<file path="src/design/deqb_pkg.sv">
// Package for the double-ended queue buffer.
// Request/response payload types, request and status codes.
// No dependencies.
package deqb_pkg;

  localparam int unsigned REQ_W    = 3;
  localparam int unsigned FIELD_DW = 32;
  localparam int unsigned OFF_W    = 4;
  localparam int unsigned STAT_W   = 2;
  localparam int unsigned CNT_OUT_W = 5;

  localparam logic [REQ_W-1:0] REQ_PUSH     = 3'd0;
  localparam logic [REQ_W-1:0] REQ_POP_OLD  = 3'd1;
  localparam logic [REQ_W-1:0] REQ_POP_NEW  = 3'd2;
  localparam logic [REQ_W-1:0] REQ_PEEK_NEW = 3'd3;
  localparam logic [REQ_W-1:0] REQ_READ     = 3'd4;
  localparam logic [REQ_W-1:0] REQ_SWAP     = 3'd5;

  localparam logic [STAT_W-1:0] ST_OK    = 2'd0;
  localparam logic [STAT_W-1:0] ST_EMPTY = 2'd1;
  localparam logic [STAT_W-1:0] ST_FULL  = 2'd2;
  localparam logic [STAT_W-1:0] ST_RANGE = 2'd3;

  typedef struct packed {
    logic [REQ_W-1:0]           req_type;
    logic signed [FIELD_DW-1:0] data_in;
    logic [OFF_W-1:0]           index_a;
    logic [OFF_W-1:0]           index_b;
  } req_t;

  typedef struct packed {
    logic signed [FIELD_DW-1:0] data_out;
    logic [STAT_W-1:0]          status;
    logic [CNT_OUT_W-1:0]       entry_count;
    logic                       is_empty_flag;
  } res_t;

endpackage

</file>
<file path="src/design/deqb_ram.sv">
// Generic single-write, single-read synchronous RAM with registered read.
// No dependencies.
module deqb_ram #(
  parameter int unsigned WIDTH = 32,
  parameter int unsigned DEPTH = 16
) (
  input  logic                     clk_i,
  input  logic                     we_i,
  input  logic [$clog2(DEPTH)-1:0] waddr_i,
  input  logic [WIDTH-1:0]         wdata_i,
  input  logic                     re_i,
  input  logic [$clog2(DEPTH)-1:0] raddr_i,
  output logic [WIDTH-1:0]         rdata_o
);

  logic [WIDTH-1:0] mem [DEPTH];
  logic [WIDTH-1:0] rdata_q;

  always_ff @(posedge clk_i) begin
    if (we_i) begin
      mem[waddr_i] <= wdata_i;
    end
    if (re_i) begin
      rdata_q <= mem[raddr_i];
    end
  end

  assign rdata_o = rdata_q;

endmodule

</file>
<file path="src/design/deqb_ctrl.sv">
// Queue controller: ring pointers, request decode and RAM sequencing.
// Depends on deqb_pkg; drives one deqb_ram instance.
module deqb_ctrl #(
  parameter int unsigned DEPTH      = 16,
  parameter int unsigned DATA_WIDTH = 32
) (
  input  logic                     clk_i,
  input  logic                     rst_ni,
  input  logic                     start,
  output logic                     busy,
  input  deqb_pkg::req_t           req_i,
  output logic                     done_o,
  output deqb_pkg::res_t           res_o,
  output logic                     we_o,
  output logic [$clog2(DEPTH)-1:0] waddr_o,
  output logic [DATA_WIDTH-1:0]    wdata_o,
  output logic                     re_o,
  output logic [$clog2(DEPTH)-1:0] raddr_o,
  input  logic [DATA_WIDTH-1:0]    rdata_i
);
  import deqb_pkg::*;

  localparam int unsigned PW  = $clog2(DEPTH);
  localparam int unsigned CW  = $clog2(DEPTH + 1);
  localparam int unsigned OW  = (CW > OFF_W) ? CW : OFF_W;
  localparam int unsigned SW  = OW + 1;
  localparam int unsigned XW  = (DATA_WIDTH > FIELD_DW) ? DATA_WIDTH : FIELD_DW;
  localparam int unsigned EW  = (CW > CNT_OUT_W) ? CW : CNT_OUT_W;

  localparam logic [2:0] S_IDLE = 3'd0;
  localparam logic [2:0] S_RESP = 3'd1;
  localparam logic [2:0] S_SWB  = 3'd2;
  localparam logic [2:0] S_SWWA = 3'd3;
  localparam logic [2:0] S_SWWB = 3'd4;

  logic [2:0]            state_q, state_d;
  logic [PW-1:0]         oldest_q, oldest_d;
  logic [CW-1:0]         count_q, count_d;
  logic [STAT_W-1:0]     status_q, status_d;
  logic                  has_data_q, has_data_d;
  logic [PW-1:0]         slot_a_q, slot_a_d;
  logic [PW-1:0]         slot_b_q, slot_b_d;
  logic [DATA_WIDTH-1:0] tmp_q;

  logic                  accept;
  logic [OW-1:0]         cnt_x, ia_x, ib_x, off_a;
  logic [PW-1:0]         slot_a, slot_b;
  logic [XW-1:0]         din_x, dout_x;
  logic [EW-1:0]         cnt_out_x;

  function automatic logic [PW-1:0] slot_of(input logic [PW-1:0] base,
                                            input logic [OW-1:0] off);
    logic [SW-1:0] s;
    s = SW'(base) + SW'(off);
    if (s >= SW'(DEPTH)) begin
      s = s - SW'(DEPTH);
    end
    return s[PW-1:0];
  endfunction

  assign accept = start && (state_q == S_IDLE);
  assign busy   = (state_q != S_IDLE);

  assign cnt_x = OW'(count_q);
  assign ia_x  = OW'(req_i.index_a);
  assign ib_x  = OW'(req_i.index_b);
  assign din_x = XW'($unsigned(req_i.data_in));

  always_comb begin
    case (req_i.req_type) inside
      REQ_PUSH:                  off_a = cnt_x;
      REQ_POP_NEW, REQ_PEEK_NEW: off_a = cnt_x - 1'b1;
      default:                   off_a = ia_x;
    endcase
  end

  assign slot_a = slot_of(oldest_q, off_a);
  assign slot_b = slot_of(oldest_q, ib_x);

  always_comb begin
    state_d    = state_q;
    oldest_d   = oldest_q;
    count_d    = count_q;
    status_d   = status_q;
    has_data_d = has_data_q;
    slot_a_d   = slot_a_q;
    slot_b_d   = slot_b_q;
    we_o       = 1'b0;
    waddr_o    = slot_a;
    wdata_o    = din_x[DATA_WIDTH-1:0];
    re_o       = 1'b0;
    raddr_o    = slot_a;

    unique case (state_q)
      S_IDLE: begin
        if (accept) begin
          status_d   = ST_OK;
          has_data_d = 1'b0;
          state_d    = S_RESP;
          slot_a_d   = slot_a;
          slot_b_d   = slot_b;
          case (req_i.req_type) inside
            REQ_PUSH: begin
              if (count_q == CW'(DEPTH)) begin
                status_d = ST_FULL;
              end else begin
                we_o    = 1'b1;
                count_d = count_q + 1'b1;
              end
            end
            REQ_POP_OLD: begin
              if (count_q == '0) begin
                status_d = ST_EMPTY;
              end else begin
                re_o       = 1'b1;
                raddr_o    = oldest_q;
                has_data_d = 1'b1;
                oldest_d   = (oldest_q == PW'(DEPTH - 1)) ? '0 : oldest_q + 1'b1;
                count_d    = count_q - 1'b1;
              end
            end
            REQ_POP_NEW, REQ_PEEK_NEW: begin
              if (count_q == '0) begin
                status_d = ST_EMPTY;
              end else begin
                re_o       = 1'b1;
                has_data_d = 1'b1;
                if (req_i.req_type == REQ_POP_NEW) begin
                  count_d = count_q - 1'b1;
                end
              end
            end
            REQ_READ: begin
              if (count_q == '0) begin
                status_d = ST_EMPTY;
              end else if (ia_x >= cnt_x) begin
                status_d = ST_RANGE;
              end else begin
                re_o       = 1'b1;
                has_data_d = 1'b1;
              end
            end
            REQ_SWAP: begin
              if (count_q == '0) begin
                status_d = ST_EMPTY;
              end else if (ia_x >= cnt_x || ib_x >= cnt_x) begin
                status_d = ST_RANGE;
              end else begin
                re_o    = 1'b1;
                state_d = S_SWB;
              end
            end
            default: ;
          endcase
        end
      end
      S_RESP: begin
        state_d = S_IDLE;
      end
      S_SWB: begin
        re_o    = 1'b1;
        raddr_o = slot_b_q;
        state_d = S_SWWA;
      end
      S_SWWA: begin
        we_o    = 1'b1;
        waddr_o = slot_a_q;
        wdata_o = rdata_i;
        state_d = S_SWWB;
      end
      S_SWWB: begin
        we_o    = 1'b1;
        waddr_o = slot_b_q;
        wdata_o = tmp_q;
        state_d = S_IDLE;
      end
      default: begin
        state_d = S_IDLE;
      end
    endcase
  end

  always_ff @(posedge clk_i or negedge rst_ni) begin
    if (!rst_ni) begin
      state_q    <= S_IDLE;
      oldest_q   <= '0;
      count_q    <= '0;
      status_q   <= ST_OK;
      has_data_q <= 1'b0;
    end else begin
      state_q    <= state_d;
      oldest_q   <= oldest_d;
      count_q    <= count_d;
      status_q   <= status_d;
      has_data_q <= has_data_d;
    end
  end

  always_ff @(posedge clk_i) begin
    slot_a_q <= slot_a_d;
    slot_b_q <= slot_b_d;
    if (state_q == S_SWB) begin
      tmp_q <= rdata_i;
    end
  end

  // read data is valid in the response cycle only
  assign dout_x    = XW'(rdata_i);
  assign cnt_out_x = EW'(count_q);
  assign done_o    = (state_q == S_RESP) || (state_q == S_SWWB);

  always_comb begin
    res_o.data_out      = (state_q == S_RESP && has_data_q) ?
                          $signed(dout_x[FIELD_DW-1:0]) : '0;
    res_o.status        = status_q;
    res_o.entry_count   = cnt_out_x[CNT_OUT_W-1:0];
    res_o.is_empty_flag = (count_q == '0);
  end

endmodule

</file>
<file path="src/design/double_ended_queue_buffer.sv">
// Top level of the double-ended queue buffer.
// Depends on deqb_pkg, deqb_ctrl and deqb_ram.
//
// Usage:
//   A request is taken on a rising edge where start is high and busy is low.
//   It carries req_type, data_in, index_a and index_b in req_i. Every request
//   gives exactly one result on res_o, valid for the single cycle in which
//   done_o is high; the receiver must take it then, it cannot stall.
//   Push, pops, peek, read and unknown codes: result in the cycle after the
//   transfer; no new request is taken until that result cycle has ended.
//   A swap that goes ahead runs in steps: read A, read B, write A, write B,
//   with the result shown in the last write cycle. Swap rejected for empty
//   or range goes straight to the result state.
//   The entry RAM has a single read and a single write port, and its read
//   data is registered.
//   busy stays high from the transfer until the result cycle ends.
//   Reset clears the oldest pointer and the count; the entry RAM is not
//   cleared, entries are only read inside the held range.
module double_ended_queue_buffer #(
  parameter int unsigned DEPTH      = 16,
  parameter int unsigned DATA_WIDTH = 32
) (
  input  logic           clk_i,
  input  logic           rst_ni,
  input  logic           start,
  output logic           busy,
  input  deqb_pkg::req_t req_i,
  output logic           done_o,
  output deqb_pkg::res_t res_o
);

  localparam int unsigned PW = $clog2(DEPTH);

  logic                  we, re;
  logic [PW-1:0]         waddr, raddr;
  logic [DATA_WIDTH-1:0] wdata, rdata;

  deqb_ctrl #(
    .DEPTH      (DEPTH),
    .DATA_WIDTH (DATA_WIDTH)
  ) u_ctrl (
    .clk_i   (clk_i),
    .rst_ni  (rst_ni),
    .start   (start),
    .busy    (busy),
    .req_i   (req_i),
    .done_o  (done_o),
    .res_o   (res_o),
    .we_o    (we),
    .waddr_o (waddr),
    .wdata_o (wdata),
    .re_o    (re),
    .raddr_o (raddr),
    .rdata_i (rdata)
  );

  deqb_ram #(
    .WIDTH (DATA_WIDTH),
    .DEPTH (DEPTH)
  ) u_ram (
    .clk_i   (clk_i),
    .we_i    (we),
    .waddr_i (waddr),
    .wdata_i (wdata),
    .re_i    (re),
    .raddr_i (raddr),
    .rdata_o (rdata)
  );

endmodule

</file>
<file path="config.mk">
export PLATFORM = sky130hd
export DESIGN_NAME = double_ended_queue_buffer
export DESIGN_NICKNAME = d
export VERILOG_FILES = /design/src/design/deqb_pkg.sv /design/src/design/deqb_ram.sv /design/src/design/deqb_ctrl.sv /design/src/design/double_ended_queue_buffer.sv
export SDC_FILE = /design/constraint.sdc
export NUM_CORES = 1
export LEC_CHECK = 0
export BUFFER_PORTS_ARGS = -buffer_cell sky130_fd_sc_hd__buf_4
export CAP_MARGIN = 10
export CORE_MARGIN = 8
export CORE_UTILIZATION = 53
export CTS_BUF_LIST = sky130_fd_sc_hd__clkbuf_16
export CTS_CLUSTER_DIAMETER = 80
export CTS_CLUSTER_SIZE = 8
export DETAILED_ROUTE_END_ITERATION = 16
export PLACE_DENSITY = 0.7
export SYNTH_ARGS = -nofsm -noshare
export SYNTH_HDL_FRONTEND = slang
export SYNTH_HIERARCHICAL = 1
export SYNTH_SLANG_ARGS = --single-unit
</file>
<file path="constraint.sdc">
create_clock -name clk_i -period 11.95 [get_ports clk_i]
set_input_delay 2.39 -clock clk_i [delete_from_list [all_inputs] [get_ports clk_i]]
set_output_delay 2.39 -clock clk_i [all_outputs]
set_load 0.01 [all_outputs]
</file>
==> results.py <==
metrics = {
    "outcome": {
        "status": "complete, no violations",
    },
    "worst_hold_path": {
        "hp-start": "u_ram/rdata_o[5]",
        "hold_class": "reg2reg",
        "whs_endpoint": "u_ctrl/tmp_q[5]",
        "min_path_cells": 0,
    },
    "global_route": {
        "grt_pass1_vias": 12808,
        "grt-ovfl-total": 0,
        "grt_max_degree": 84,
        "grt_pass1_wl_um": 80800,
        "antenna_found_initial": 1,
        "track_usage": 0.213,
    },
    "power": {
        "cellPowerDensity_nw_per_um2": 290,
        "cellInternalPower_mw": 5.32,
        "pwr-share-comb": 0.381,
        "leakagePower_nw": 9.21,
        "clkPwrFrac": 0.261,
        "ir_drop_mv": 0.316,
        "netSwitchingFraction": 0.334,
        "pwr-share-seq": 0.358,
        "p_switching_mw": 2.66,
    },
    "clock_network": {
        "cts_buffers": 84,
        "cts_max_path_buffers": 3,
        "cts_sinks": 599,
        "clk_pin_slew_ps": 50,
        "postCtsResizedCells": 0,
        "post_cts_buffers": 0,
        "cts_root_buffer": "clkbuf_16",
        "h-tree-depth": 3,
        "cts_tree": "yes",
        "clk_latency_ps": 590,
        "cts_hold_buf": 0,
    },
    "floorplan": {
        "rows": 77,
        "die_area_um2": 51800,
        "io_pins": 88,
        "die_y_um": 228,
        "core_area_um2": 44200,
        "die_w_um": 228,
        "start_util": 0.537,
    },
    "worst_setup_path": {
        "arrival_ps": 6520,
        "reg2regPathDepth": 9,
        "critPathSlowestCell": "buf_4",
        "critPathKind": "in2reg",
        "cp-end-kind": "flip-flop",
        "startpoint_type": "input pin",
        "crit_path_cell_trace": "buf_4 > or4b_1 > nor4b_4 > o21ai_1 > a21oi_4 > buf_12 > buf_4 > mux4_2 > a22oi_1 > nand2_1",
        "worstPathMaxFanout": 83,
        "worstPathBufferInverterCount": 3,
        "r2r_slack_ps": 7030,
        "worst_path_largest_cell_delay_ps": 830,
        "crit_path_frequent_cell": "buf_4",
        "timing.rr.end": "u_ram/rdata_o[20]",
        "required_ps": 12270,
        "path_delay_family": "buffers and inverters",
        "reg2reg_from": "u_ctrl/state_q[1]",
    },
    "synth": {
        "synth_area_per_cell_um2": 19.4,
        "synth-seq-cells": 599,
        "netlist.area_leader.share": 0.739,
        "async_reset_ff_frac": 0.0250,
        "synth.area.top_cells": "edfxtp_1, mux4_2, a22oi_1",
        "synth_cells": 1227,
        "synthTopCellsByCount": "edfxtp_1, mux4_2, nand2_1, a22oi_1, clkbuf_1",
        "syn_area_um2": 23700,
        "synth_area_leader_cell": "edfxtp_1",
        "synth-edff-count": 584,
        "synthFlopType": "edfxtp_1",
        "synth-seq-area-share": 0.754,
        "ys_warn_count": 6,
        "synth_fp_nets": 1292,
        "synth.most_common_cell": "edfxtp_1",
        "ys_types": 50,
    },
    "timing": {
        "fmax_mhz": 161,
        "finalSetupTns_ps": 0,
        "timing.slew.headroom": 0.211,
        "tightest_slew_ps": 1180,
        "skew_ps": 16.2,
        "slew_violations": 0,
        "hold_violations": 0,
        "layout_min_cycle_time_ps": 6200,
        "rsz0062_at_grt": "false",
        "setup_viol": 0,
        "timing.final.crit_share": 0.519,
        "fin_ws_ps": 5750,
    },
    "run": {
        "drv_cap": 0,
    },
    "finish": {
        "drive_above_1_share": 0.271,
        "antenna_cells": 0,
        "fin_area_um2": 27500,
        "area_growth_pct": 15.9,
        "final_core_util": 0.622,
        "fill_cells": 3059,
        "fin_nets": 1427,
    },
    "detailed_routing": {
        "route.detailed.drc": 0,
        "first_pass_iters": 5,
        "routed_wl_um": 53800,
        "drt_iter0_drc": 1120,
        "vias_per_cell": 6.18,
        "detail-route-antenna-nets": 0,
        "wl_per_cell_um": 27.4,
        "vias": 12147,
    },
    "placed_design": {
        "gp_congestion": 0.818,
        "place_area_um2": 25200,
        "post-place-ws_ps": 5070,
        "io_buffer_count": 87,
        "dp_hpwl_um": 27500,
    },
}
-- layout make-up --
cell class	instances	area [um^2]	area share
sequential	599	17900	0.651
multi-input combinational	540	5630	0.205
clock buffer	88	2200	0.0800
timing repair buffer	116	883	0.0321
tap	592	741	0.0269
inverter	21	78.8	0.00287
clock inverter	9	67.6	0.00246
-- power groups by stage --
stage               registers, mW  clock network [mW]  logic, mW
floorplan                    2.84                   0       2.22
global placement             2.89                   0       3.03
detailed placement           2.89                   0       3.07
CTS                          2.86                2.11       3.08
global route                 2.88                2.20       3.28
finish                       2.86                2.08       3.04
-- sequential cells by signal, summed over array words and instances (netlist names) --
register and flops:
u_ram/rdata_o 32, u_ctrl/has_data_q 1, u_ctrl/oldest_q 4, u_ctrl/cnt_out_x 5, u_ram/mem 512, u_ctrl/status_q 2, u_ctrl/tmp_q 32, u_ctrl/slot_b_q 4
u_ctrl/state_q 3, u_ctrl/slot_a_q 4
-- per-stage QoR --
step	instances	power [mW]	hold WS, ps
3_3_place_gp	1868	5.91	454
5_1_grt	1965	8.35	488
4_1_cts	1965	8.05	472
6_report	1965	7.98	470
2_1_floorplan	1227	5.06	442
3_5_place_dp	1868	5.97	461
-- kinds of logic (layout without fill, tap and decap cells) --
| kind of cell | count (synthesis) | after routing | synth area share |
|---|---|---|---|
| AOI/OAI and AO/OA | 160 | 160 | 0.0483 |
| xor gates and xnor gates | 15 | 15 | 0.00553 |
| adders and majority gates | 19 | 19 | 0.0106 |
| buffers and inverters | 88 | 234 | 0.0162 |
| DFF | 599 | 599 | 0.754 |
| muxes | 128 | 128 | 0.121 |
| and+or+nand+nor | 218 | 218 | 0.0436 |
-- layout by cell type, fill, tap and decap left out, drive strengths merged, types with 3 or more instances in the layout --
cell | synthesis | layout
buf | 29 | 116
o21a | 3 | 3
edfxtp | 584 | 584
xnor2 | 10 | 10
clkbuf | 38 | 88
a31oi | 6 | 6
xor2 | 5 | 5
nor3 | 11 | 11
a21oi | 12 | 12
o22ai | 4 | 4
nor2 | 29 | 29
a21o | 3 | 3
nor2b | 4 | 4
o21bai | 3 | 3
nand2 | 114 | 114
o21ai | 14 | 14
a22oi | 104 | 104
mux4 | 128 | 128
nand3 | 5 | 5
nor3b | 3 | 3
dfrtp | 15 | 15
and2 | 34 | 34
nand2b | 6 | 6
ha | 17 | 17
inv | 21 | 28
-- metal layers --
layer | wire length, um | GRT usage | vias to the layer above | part of all wire
met5 | 0 | 0 | - | 0
met4 | 1060 | 0.0590 | 0 | 0.020
met3 | 4020 | 0.0429 | 93 | 0.075
met2 | 27000 | 0.359 | 520 | 0.50
met1 | 21700 | 0.281 | 6308 | 0.40
li1 | - | - | 5226 | -
-- worst reg2reg max path, cell delays in order, from the launching register on --
cell     delay (ps)
dfrtp_1         530
or4b_1          710
nor4b_4         640
o21ai_1         190
a21oi_4         200
buf_12          530
buf_4           910
mux4_2          640
a22oi_1         220
nand2_1          80
-- worst max-delay path by stage --
| stage | startpoint | endpoint | slack, ps | depth (start not counted) |
|---|---|---|---|---|
| 4_1_cts | start | u_ram/rdata_o[20] | 5680 | 10 |
| 3_5_place_dp | start | u_ram/rdata_o[20] | 5070 | 10 |
| 5_1_grt | start | u_ram/rdata_o[25] | 5410 | 10 |
| 2_1_floorplan | req_i[42] | u_ram/mem[0][0] | 4430 | 12 |
| 6_report | start | u_ram/rdata_o[20] | 5750 | 10 |
| 3_3_place_gp | start | u_ram/rdata_o[25] | 5150 | 10 |
(Power assumes the default switching activity.)
